<file path="src/hw/rtl/cmfs_pkg.sv">
// Package for the cube map face select block.
// Holds default widths, face codes and the stream width helper. No dependencies.
package cmfs_pkg;

  localparam int unsigned CompBitsDef  = 16;
  localparam int unsigned CoordBitsDef = 16;
  localparam int unsigned FaceBits     = 3;
  localparam int unsigned FifoDepth    = 2;

  typedef enum logic [FaceBits-1:0] {
    FacePosX = 3'd0,
    FaceNegX = 3'd1,
    FacePosY = 3'd2,
    FaceNegY = 3'd3,
    FacePosZ = 3'd4,
    FaceNegZ = 3'd5
  } face_e;

  // round a bit count up to whole bytes
  function automatic int unsigned byte_round(int unsigned bits);
    return ((bits + 7) / 8) * 8;
  endfunction

endpackage

</file>
<file path="src/hw/rtl/cmfs_front.sv">
// Front stage: picks the major axis and forms the offset face coordinates.
// Depends on cmfs_pkg.
module cmfs_front import cmfs_pkg::*; #(
  parameter int unsigned COMPONENT_BITS = CompBitsDef
) (
  input  logic                      clk_i,
  input  logic                      rst_ni,
  input  logic                      valid_i,
  output logic                      ready_o,
  input  logic [COMPONENT_BITS-1:0] dir_x_i,
  input  logic [COMPONENT_BITS-1:0] dir_y_i,
  input  logic [COMPONENT_BITS-1:0] dir_z_i,
  output logic                      valid_o,
  input  logic                      ready_i,
  output logic [FaceBits-1:0]       face_o,
  output logic [COMPONENT_BITS:0]   off_s_o,   // sc + ma
  output logic [COMPONENT_BITS:0]   off_t_o,   // tc + ma
  output logic [COMPONENT_BITS-1:0] ma_o
);
  localparam int unsigned N = COMPONENT_BITS;

  logic signed [N:0] x, y, z, sc, tc, mas;
  logic [N-1:0]      ax, ay, az, ma;
  face_e             face;
  logic              valid_q;
  logic [FaceBits-1:0] face_q;
  logic [N:0]        off_s_q, off_t_q;
  logic [N-1:0]      ma_q;

  assign x  = $signed({dir_x_i[N-1], dir_x_i});
  assign y  = $signed({dir_y_i[N-1], dir_y_i});
  assign z  = $signed({dir_z_i[N-1], dir_z_i});
  assign ax = x[N] ? N'(-x) : x[N-1:0];
  assign ay = y[N] ? N'(-y) : y[N-1:0];
  assign az = z[N] ? N'(-z) : z[N-1:0];

  // major axis, ties to z then y
  always_comb begin
    if (az >= ax && az >= ay) begin
      ma = az;
      if (!z[N] && z != '0) begin
        face = FacePosZ; sc = x;  tc = -y;
      end else begin
        face = FaceNegZ; sc = -x; tc = -y;
      end
    end else if (ay >= ax) begin
      ma = ay;
      if (!y[N]) begin
        face = FacePosY; sc = x; tc = z;
      end else begin
        face = FaceNegY; sc = x; tc = -z;
      end
    end else begin
      ma = ax;
      if (!x[N]) begin
        face = FacePosX; sc = -z; tc = -y;
      end else begin
        face = FaceNegX; sc = z;  tc = -y;
      end
    end
  end

  assign mas     = $signed({1'b0, ma});
  assign ready_o = !valid_q || ready_i;

  always_ff @(posedge clk_i or negedge rst_ni) begin
    if (!rst_ni) begin
      valid_q <= 1'b0;
    end else if (ready_o) begin
      valid_q <= valid_i;
    end
  end

  always_ff @(posedge clk_i) begin
    if (ready_o && valid_i) begin
      face_q  <= face;
      off_s_q <= $unsigned(sc + mas);
      off_t_q <= $unsigned(tc + mas);
      ma_q    <= ma;
    end
  end

  assign valid_o = valid_q;
  assign face_o  = face_q;
  assign off_s_o = off_s_q;
  assign off_t_o = off_t_q;
  assign ma_o    = ma_q;
endmodule

</file>
<file path="src/hw/rtl/cmfs_fifo.sv">
// Small register queue between the front and the divider pipeline.
// Depends on cmfs_pkg for the depth.
module cmfs_fifo import cmfs_pkg::*; #(
  parameter int unsigned WIDTH = 8
) (
  input  logic             clk_i,
  input  logic             rst_ni,
  input  logic             push_i,
  output logic             ready_o,
  input  logic [WIDTH-1:0] data_i,
  output logic             valid_o,
  input  logic             pop_i,
  output logic [WIDTH-1:0] data_o
);
  localparam int unsigned PtrBits = $clog2(FifoDepth);

  logic [WIDTH-1:0]   mem_q [FifoDepth];
  logic [PtrBits-1:0] wr_q, rd_q;
  logic [PtrBits:0]   cnt_q;
  logic               do_push, do_pop;

  assign ready_o = cnt_q != (PtrBits+1)'(FifoDepth);
  assign valid_o = cnt_q != '0;
  assign do_push = push_i && ready_o;
  assign do_pop  = pop_i && valid_o;
  assign data_o  = mem_q[rd_q];

  always_ff @(posedge clk_i or negedge rst_ni) begin
    if (!rst_ni) begin
      wr_q  <= '0;
      rd_q  <= '0;
      cnt_q <= '0;
    end else begin
      if (do_push) wr_q <= wr_q + 1'b1;
      if (do_pop)  rd_q <= rd_q + 1'b1;
      cnt_q <= cnt_q + (PtrBits+1)'(do_push) - (PtrBits+1)'(do_pop);
    end
  end

  always_ff @(posedge clk_i) begin
    if (do_push) mem_q[wr_q] <= data_i;
  end
endmodule

</file>
<file path="src/hw/rtl/cmfs_div.sv">
// Back end: restoring divider pipeline (s, t), one quotient bit per later stage.
// Depends on cmfs_pkg.
module cmfs_div import cmfs_pkg::*; #(
  parameter int unsigned COMPONENT_BITS = CompBitsDef,
  parameter int unsigned COORD_BITS     = CoordBitsDef
) (
  input  logic                      clk_i,
  input  logic                      rst_ni,
  input  logic                      en_i,
  input  logic                      valid_i,
  input  logic [FaceBits-1:0]       face_i,
  input  logic [COMPONENT_BITS:0]   off_s_i,
  input  logic [COMPONENT_BITS:0]   off_t_i,
  input  logic [COMPONENT_BITS-1:0] ma_i,
  output logic                      valid_o,
  output logic [FaceBits-1:0]       face_o,
  output logic [COORD_BITS-1:0]     tex_s_o,
  output logic [COORD_BITS-1:0]     tex_t_o
);
  localparam int unsigned N = COMPONENT_BITS;
  localparam int unsigned C = COORD_BITS;
  localparam int unsigned Stages = C;

  logic                vld_q  [Stages];
  logic [FaceBits-1:0] face_q [Stages];
  logic [N-1:0]        ma_q   [Stages];
  logic [N:0]          rs_q   [Stages];
  logic [N:0]          rt_q   [Stages];
  logic [C:0]          qs_q   [Stages];
  logic [C:0]          qt_q   [Stages];

  // first stage: integer part of the quotient is 0, 1 or 2
  logic [N+1:0] ma1, ma2;
  logic [1:0]   qs0, qt0;
  logic [N+1:0] rs0, rt0;

  assign ma1 = (N+2)'(ma_i);
  assign ma2 = {1'b0, ma_i, 1'b0};

  always_comb begin
    if ((N+2)'(off_s_i) >= ma2) begin
      qs0 = 2'd2; rs0 = (N+2)'(off_s_i) - ma2;
    end else if ((N+2)'(off_s_i) >= ma1) begin
      qs0 = 2'd1; rs0 = (N+2)'(off_s_i) - ma1;
    end else begin
      qs0 = 2'd0; rs0 = (N+2)'(off_s_i);
    end
    if ((N+2)'(off_t_i) >= ma2) begin
      qt0 = 2'd2; rt0 = (N+2)'(off_t_i) - ma2;
    end else if ((N+2)'(off_t_i) >= ma1) begin
      qt0 = 2'd1; rt0 = (N+2)'(off_t_i) - ma1;
    end else begin
      qt0 = 2'd0; rt0 = (N+2)'(off_t_i);
    end
  end

  always_ff @(posedge clk_i or negedge rst_ni) begin
    if (!rst_ni) begin
      vld_q[0] <= 1'b0;
    end else if (en_i) begin
      vld_q[0] <= valid_i;
    end
  end

  always_ff @(posedge clk_i) begin
    if (en_i) begin
      face_q[0] <= face_i;
      ma_q[0]   <= ma_i;
      rs_q[0]   <= rs0[N:0];
      rt_q[0]   <= rt0[N:0];
      qs_q[0]   <= {qs0, (C-1)'(0)};
      qt_q[0]   <= {qt0, (C-1)'(0)};
    end
  end

  // one fraction bit per stage
  for (genvar k = 1; k < Stages; k++) begin : g_stage
    logic [N:0] s2, t2, mw;
    logic       bs, bt;
    assign mw = (N+1)'(ma_q[k-1]);
    assign s2 = {rs_q[k-1][N-1:0], 1'b0};
    assign t2 = {rt_q[k-1][N-1:0], 1'b0};
    assign bs = s2 >= mw;
    assign bt = t2 >= mw;

    always_ff @(posedge clk_i or negedge rst_ni) begin
      if (!rst_ni) begin
        vld_q[k] <= 1'b0;
      end else if (en_i) begin
        vld_q[k] <= vld_q[k-1];
      end
    end

    always_ff @(posedge clk_i) begin
      if (en_i) begin
        face_q[k] <= face_q[k-1];
        ma_q[k]   <= ma_q[k-1];
        rs_q[k]   <= bs ? s2 - mw : s2;
        rt_q[k]   <= bt ? t2 - mw : t2;
        qs_q[k]   <= qs_q[k-1] | ((C+1)'(bs) << (C-1-k));
        qt_q[k]   <= qt_q[k-1] | ((C+1)'(bt) << (C-1-k));
      end
    end
  end

  // saturate 1.0 and force zero for the null vector
  logic zero_ma;
  assign zero_ma = ma_q[Stages-1] == '0;
  assign valid_o = vld_q[Stages-1];
  assign face_o  = face_q[Stages-1];
  assign tex_s_o = zero_ma ? '0 : (qs_q[Stages-1][C] ? '1 : qs_q[Stages-1][C-1:0]);
  assign tex_t_o = zero_ma ? '0 : (qt_q[Stages-1][C] ? '1 : qt_q[Stages-1][C-1:0]);
endmodule

</file>
<file path="src/hw/rtl/cube_map_face_select.sv">
// Top level of the cube map face select block.
// Depends on cmfs_pkg, cmfs_front, cmfs_fifo and cmfs_div.

// Accepts one direction vector per cycle when not stalled and returns one result
// per request. A request passes the front register, the queue, COORD_BITS
// divider stages (the first forms the integer part, each later one a quotient
// bit) and the output register. The two-entry queue between front and divider
// lets each side stall alone; once a full pipeline is released the input
// resumes in the cycle after the output does.
module cube_map_face_select import cmfs_pkg::*; #(
  parameter int unsigned COMPONENT_BITS = CompBitsDef,
  parameter int unsigned COORD_BITS     = CoordBitsDef,
  localparam int unsigned InW  = byte_round(3 * COMPONENT_BITS),
  localparam int unsigned OutW = byte_round(FaceBits + 2 * COORD_BITS)
) (
  input  logic            clk_i,
  input  logic            rst_ni,
  input  logic            s_axis_tvalid,
  output logic            s_axis_tready,
  input  logic [InW-1:0]  s_axis_tdata,   // dir_x, dir_y, dir_z, zero pad
  output logic            m_axis_tvalid,
  input  logic            m_axis_tready,
  output logic [OutW-1:0] m_axis_tdata    // face_index, tex_s, tex_t, zero pad
);
  localparam int unsigned N  = COMPONENT_BITS;
  localparam int unsigned C  = COORD_BITS;
  localparam int unsigned QW = FaceBits + 2 * (N + 1) + N;

  logic                f_valid, f_ready, q_valid, adv, d_valid;
  logic [FaceBits-1:0] f_face, q_face, d_face;
  logic [N:0]          f_off_s, f_off_t, q_off_s, q_off_t;
  logic [N-1:0]        f_ma, q_ma;
  logic [QW-1:0]       q_data;
  logic [C-1:0]        d_s, d_t;
  logic                out_vld_q;
  logic [OutW-1:0]     out_dat_q;

  cmfs_front #(.COMPONENT_BITS(N)) u_front (
    .clk_i, .rst_ni,
    .valid_i (s_axis_tvalid),
    .ready_o (s_axis_tready),
    .dir_x_i (s_axis_tdata[N-1:0]),
    .dir_y_i (s_axis_tdata[2*N-1:N]),
    .dir_z_i (s_axis_tdata[3*N-1:2*N]),
    .valid_o (f_valid),
    .ready_i (f_ready),
    .face_o  (f_face),
    .off_s_o (f_off_s),
    .off_t_o (f_off_t),
    .ma_o    (f_ma)
  );

  cmfs_fifo #(.WIDTH(QW)) u_fifo (
    .clk_i, .rst_ni,
    .push_i  (f_valid),
    .ready_o (f_ready),
    .data_i  ({f_ma, f_off_t, f_off_s, f_face}),
    .valid_o (q_valid),
    .pop_i   (adv),
    .data_o  (q_data)
  );

  assign {q_ma, q_off_t, q_off_s, q_face} = q_data;

  // divider advances whenever the output register can take a result
  assign adv = !out_vld_q || m_axis_tready;

  cmfs_div #(.COMPONENT_BITS(N), .COORD_BITS(C)) u_div (
    .clk_i, .rst_ni,
    .en_i    (adv),
    .valid_i (q_valid),
    .face_i  (q_face),
    .off_s_i (q_off_s),
    .off_t_i (q_off_t),
    .ma_i    (q_ma),
    .valid_o (d_valid),
    .face_o  (d_face),
    .tex_s_o (d_s),
    .tex_t_o (d_t)
  );

  // output register
  always_ff @(posedge clk_i or negedge rst_ni) begin
    if (!rst_ni) begin
      out_vld_q <= 1'b0;
    end else if (adv) begin
      out_vld_q <= d_valid;
    end
  end

  always_ff @(posedge clk_i) begin
    if (adv) begin
      out_dat_q <= OutW'({d_t, d_s, d_face});
    end
  end

  assign m_axis_tvalid = out_vld_q;
  assign m_axis_tdata  = out_dat_q;
endmodule

</file>
<file path="config.mk">
export PLATFORM = sky130hd
export DESIGN_NAME = cube_map_face_select
export DESIGN_NICKNAME = d
export VERILOG_FILES = /design/src/hw/rtl/cmfs_pkg.sv /design/src/hw/rtl/cmfs_front.sv /design/src/hw/rtl/cmfs_fifo.sv /design/src/hw/rtl/cmfs_div.sv /design/src/hw/rtl/cube_map_face_select.sv
export SDC_FILE = /design/constraint.sdc
export NUM_CORES = 2
export LEC_CHECK = 0
export ABC_AREA = 1
export BUFFER_PORTS_ARGS = -buffer_cell sky130_fd_sc_hd__clkbuf_2
export CELL_PAD_IN_SITES_DETAIL_PLACEMENT = 0
export CELL_PAD_IN_SITES_GLOBAL_PLACEMENT = 1
export CORE_MARGIN = 1
export CORE_UTILIZATION = 46
export DETAILED_ROUTE_END_ITERATION = 8
export PLACE_DENSITY = 0.82
export SETUP_SLACK_MARGIN = 0.5
export SLEW_MARGIN = 20
export SYNTH_ARGS = -nofsm -noshare
export SYNTH_HDL_FRONTEND = slang
export SYNTH_SLANG_ARGS = --single-unit
</file>
<file path="constraint.sdc">
create_clock -name clk_i -period 32.5 [get_ports clk_i]
set_input_delay 3.25 -clock clk_i [delete_from_list [all_inputs] [get_ports clk_i]]
set_output_delay 3.25 -clock clk_i [all_outputs]
set_load 0.05 [all_outputs]
</file>
==> metrics.yaml <==
syn_to_final_growth_pct: 10.5
r2r_slack_ns: 27.33
max_freq_mhz: 107
drt_iter0_drc: 3643
r2r-start: "m_axis_tvalid$_DFFE_PN0P_"
synth_common_cells: "edfxtp_1 (1282), nand2_1 (1268), a21oi_1 (843)"
worstSetupEndpoint: "u_front.off_s_o[13]$_DFFE_PP_"
status: "finished, final reports clean"
finalHoldViolCount: 0
cts_buffer_depth: 3
crit_cells: 34
skew_ns: 0.0423
dr_wl_met2_microns: 86900
synth-main-ff-cell: "edfxtp_1"
end_kind: "flop"
grt_overflow_total: 0
drtPass1Iterations: 6
ant_nets: 0
critPathRequiredTime_ns: 33.04
cts_root_buf: "clkbuf_16"
wirelength_microns: 182000
arrival_ns: 9.92
path_max_fanout: 61
post-route-cell-area_sq_um: 80100
synth_cell_type_count: 58
synth_seq_cells: 1304
grt_max_degree: 196
drive_above_1_share_pct: 5.54
clkTransAtPathRegs_ns: 0.07
gp_congestion: 0.912
grt_pass1_vias: 48100
rsz0062_at_grt: "no"
crit_top_cell: "nand2_1"
slowest_delay_ns: 0.52
coreArea_sq_um: 156000
holdBufCountCts: 0
cp_slowest_cell: "buf_4"
report.final.slew_viol_count: 0
htreeDepth: 4
grt_pass1_wl_microns: 277000
clkLatencyLatePin_ns: 0.80
maxCapViolCount: 0
r2r_end: "u_div.qt_q[1][123]$_DFFE_PP_"
core.rowCount: 145
synth_area_leaders: "edfxtp_1 (53%), ha_1 (11%), nand2_1 (6.6%)"
wl_met3_microns: 8190
worst_slew_pin_slew_ns: 1.11
fp.dieH_microns: 399
cts_sinks: 1304
ys_warn_count: 0
vias: 50400
post_dp_cell_area_sq_um: 75100
start_kind: "input port"
port_buffers: 88
slew_headroom_pct: 26.2
io_pins: 94
cts-resized-gates: 0
fillers: 14000
wl_per_cell_microns: 19.4
cts_tree: "yes"
start_util_pct: 46.4
top_layer: "met4"
die_x_microns: 399
r2r_cells: 9
finalSetupTns_ns: 0
die_area_sq_um: 159000
antenna_found_initial: 1
critPathTopFamily: "compound AO/OA/AOI/OAI gates"
synthDominantCellAreaShare_pct: 53.2
final_nets: 7919
synth_area_per_cell_sq_um: 10.3
worstSetupStartpoint: "s_axis_tdata[32]"
syn-cell-area_sq_um: 72400
synth_edf_count: 1282
synthCells: 7058
viasPerCell: 5.37
hold_class: "flop to flop"
post-cts-setup-buffers: 0
numCtsBuffers: 144
yosys.area.top_type: "edfxtp_1"
post-route-drc-count: 0
synth_seq_area_share_pct: 53.9
setup_viol: 0
met1_length_microns: 81900
hpwlAfterDp_microns: 139000
finalCritPeriodShare_pct: 28.8
worstSetupPathType: "input port to flop"
synthArstFlopShare_pct: 1.69
fin_crit_ns: 9.38
crit_buf_inv: 5
synth.most_common_cell: "edfxtp_1"
track_usage_pct: 22.7
-- placed cells by master (no fill, tap or decap), types with 10 or more instances in the layout --
master,instances
edfxtp_1,1282
nand2_1,1266
a21oi_1,843
ha_1,628
inv_1,623
nor2_1,617
o21ai_0,471
xnor2_1,277
nand3_1,272
xor2_1,167
clkbuf_16,148
clkbuf_2,88
nor3_1,60
nand4_1,47
a21boi_0,40
o21ai_1,37
clkinv_1,34
fa_1,34
buf_4,33
a21o_1,32
or2_2,28
o2111ai_1,26
nand3b_1,22
clkinv_2,21
clkbuf_1,21
dfrtp_1,21
bufinv_16,16
o211ai_1,15
mux2i_1,14
a31oi_1,12
nor4_1,10
-- layer usage --
metal,up-vias,track usage [%]
li1,25200,-
met2,1152,37.8
met1,23800,30.8
met4,0,7.48
met3,251,2.82
met5,-,0
-- worst min-delay path by stage --
| stage | start | slack, ns | cells past startpoint | endpoint |
|---|---|---|---|---|
| final | u_div.qt_q[1][28]$_DFFE_PP_ | 0.40 | 0 | u_div.qt_q[1][45]$_DFFE_PP_ |
| after global routing | u_div.qt_q[0][98]$_DFFE_PP_ | 0.38 | 0 | u_div.qt_q[0][115]$_DFFE_PP_ |
| after CTS | u_div.qt_q[0][98]$_DFFE_PP_ | 0.38 | 0 | u_div.qt_q[0][115]$_DFFE_PP_ |
| after detailed placement | u_div.face_q[9][2]$_DFFE_PP_ | 0.40 | 0 | u_div.face_q[10][2]$_DFFE_PP_ |
| after global placement | u_div.face_q[15][2]$_DFFE_PP_ | 0.40 | 0 | m_axis_tdata[2]$_DFFE_PP_ |
| after floorplan | u_div.face_q[15][0]$_DFFE_PP_ | 0.40 | 0 | m_axis_tdata[0]$_DFFE_PP_ |
-- cell type report --
cell class / instances / area, sq um / share of cell area [%]
Antenna cell: 2 / 5.00 / 0.00625
Clock buffer: 169 / 3780 / 4.72
Clock inverter: 98 / 1100 / 1.37
Inverter: 630 / 2380 / 2.97
Multi-Input combinational cell: 5000 / 30400 / 38.0
Sequential cell: 1304 / 39000 / 48.8
Tap cell: 2058 / 2570 / 3.22
Timing Repair Buffer: 125 / 774 / 0.967
-- flip-flops by register name, indices dropped and copies added, names as in the netlist, 2 cells and up --
signal and flops:
u_div.vld_q 15, u_fifo.mem_q 106, u_div.qt_q 152, u_div.face_q 48
u_div.rt_q 240, m_axis_tdata 35, u_front.ma_o 16, u_div.ma_q 256
u_div.qs_q 152, u_fifo.cnt_q 2, u_div.rs_q 240, u_front.off_t_o 17
u_front.face_o 3, u_front.off_s_o 17
-- metrics by stage --
| stage | hold WS (ns) | setup WS, ns | cells | utilization [%] |
|---|---|---|---|---|
| after floorplan | 0.400 | 13.81 | 7062 | - |
| after global placement | 0.401 | 22.20 | 9115 | 48.1 |
| after detailed placement | 0.405 | 22.36 | 9115 | 48.1 |
| after CTS | 0.384 | 23.24 | 9382 | 51.2 |
| after global routing | 0.380 | 22.44 | 9384 | 51.3 |
| final | 0.399 | 23.12 | 9386 | 51.3 |
-- logic make-up after synthesis --
| logic type | after synthesis | synth area share (%) |
|---|---|---|
| AOI/OAI and AO/OA | 1514 | 11.2 |
| xor gates and xnor gates | 444 | 5.37 |
| adders and majority gates | 662 | 11.8 |
| buffers and inverters | 758 | 4.17 |
| DFF | 1304 | 53.9 |
| muxes | 14 | 0.193 |
| other | 1 | 0.00518 |
| and+or+nand+nor | 2361 | 13.4 |
Power is left out: the tool's default activity adds up to more than one toggle a clock period on the data nets, which glitch-free logic cannot reach.
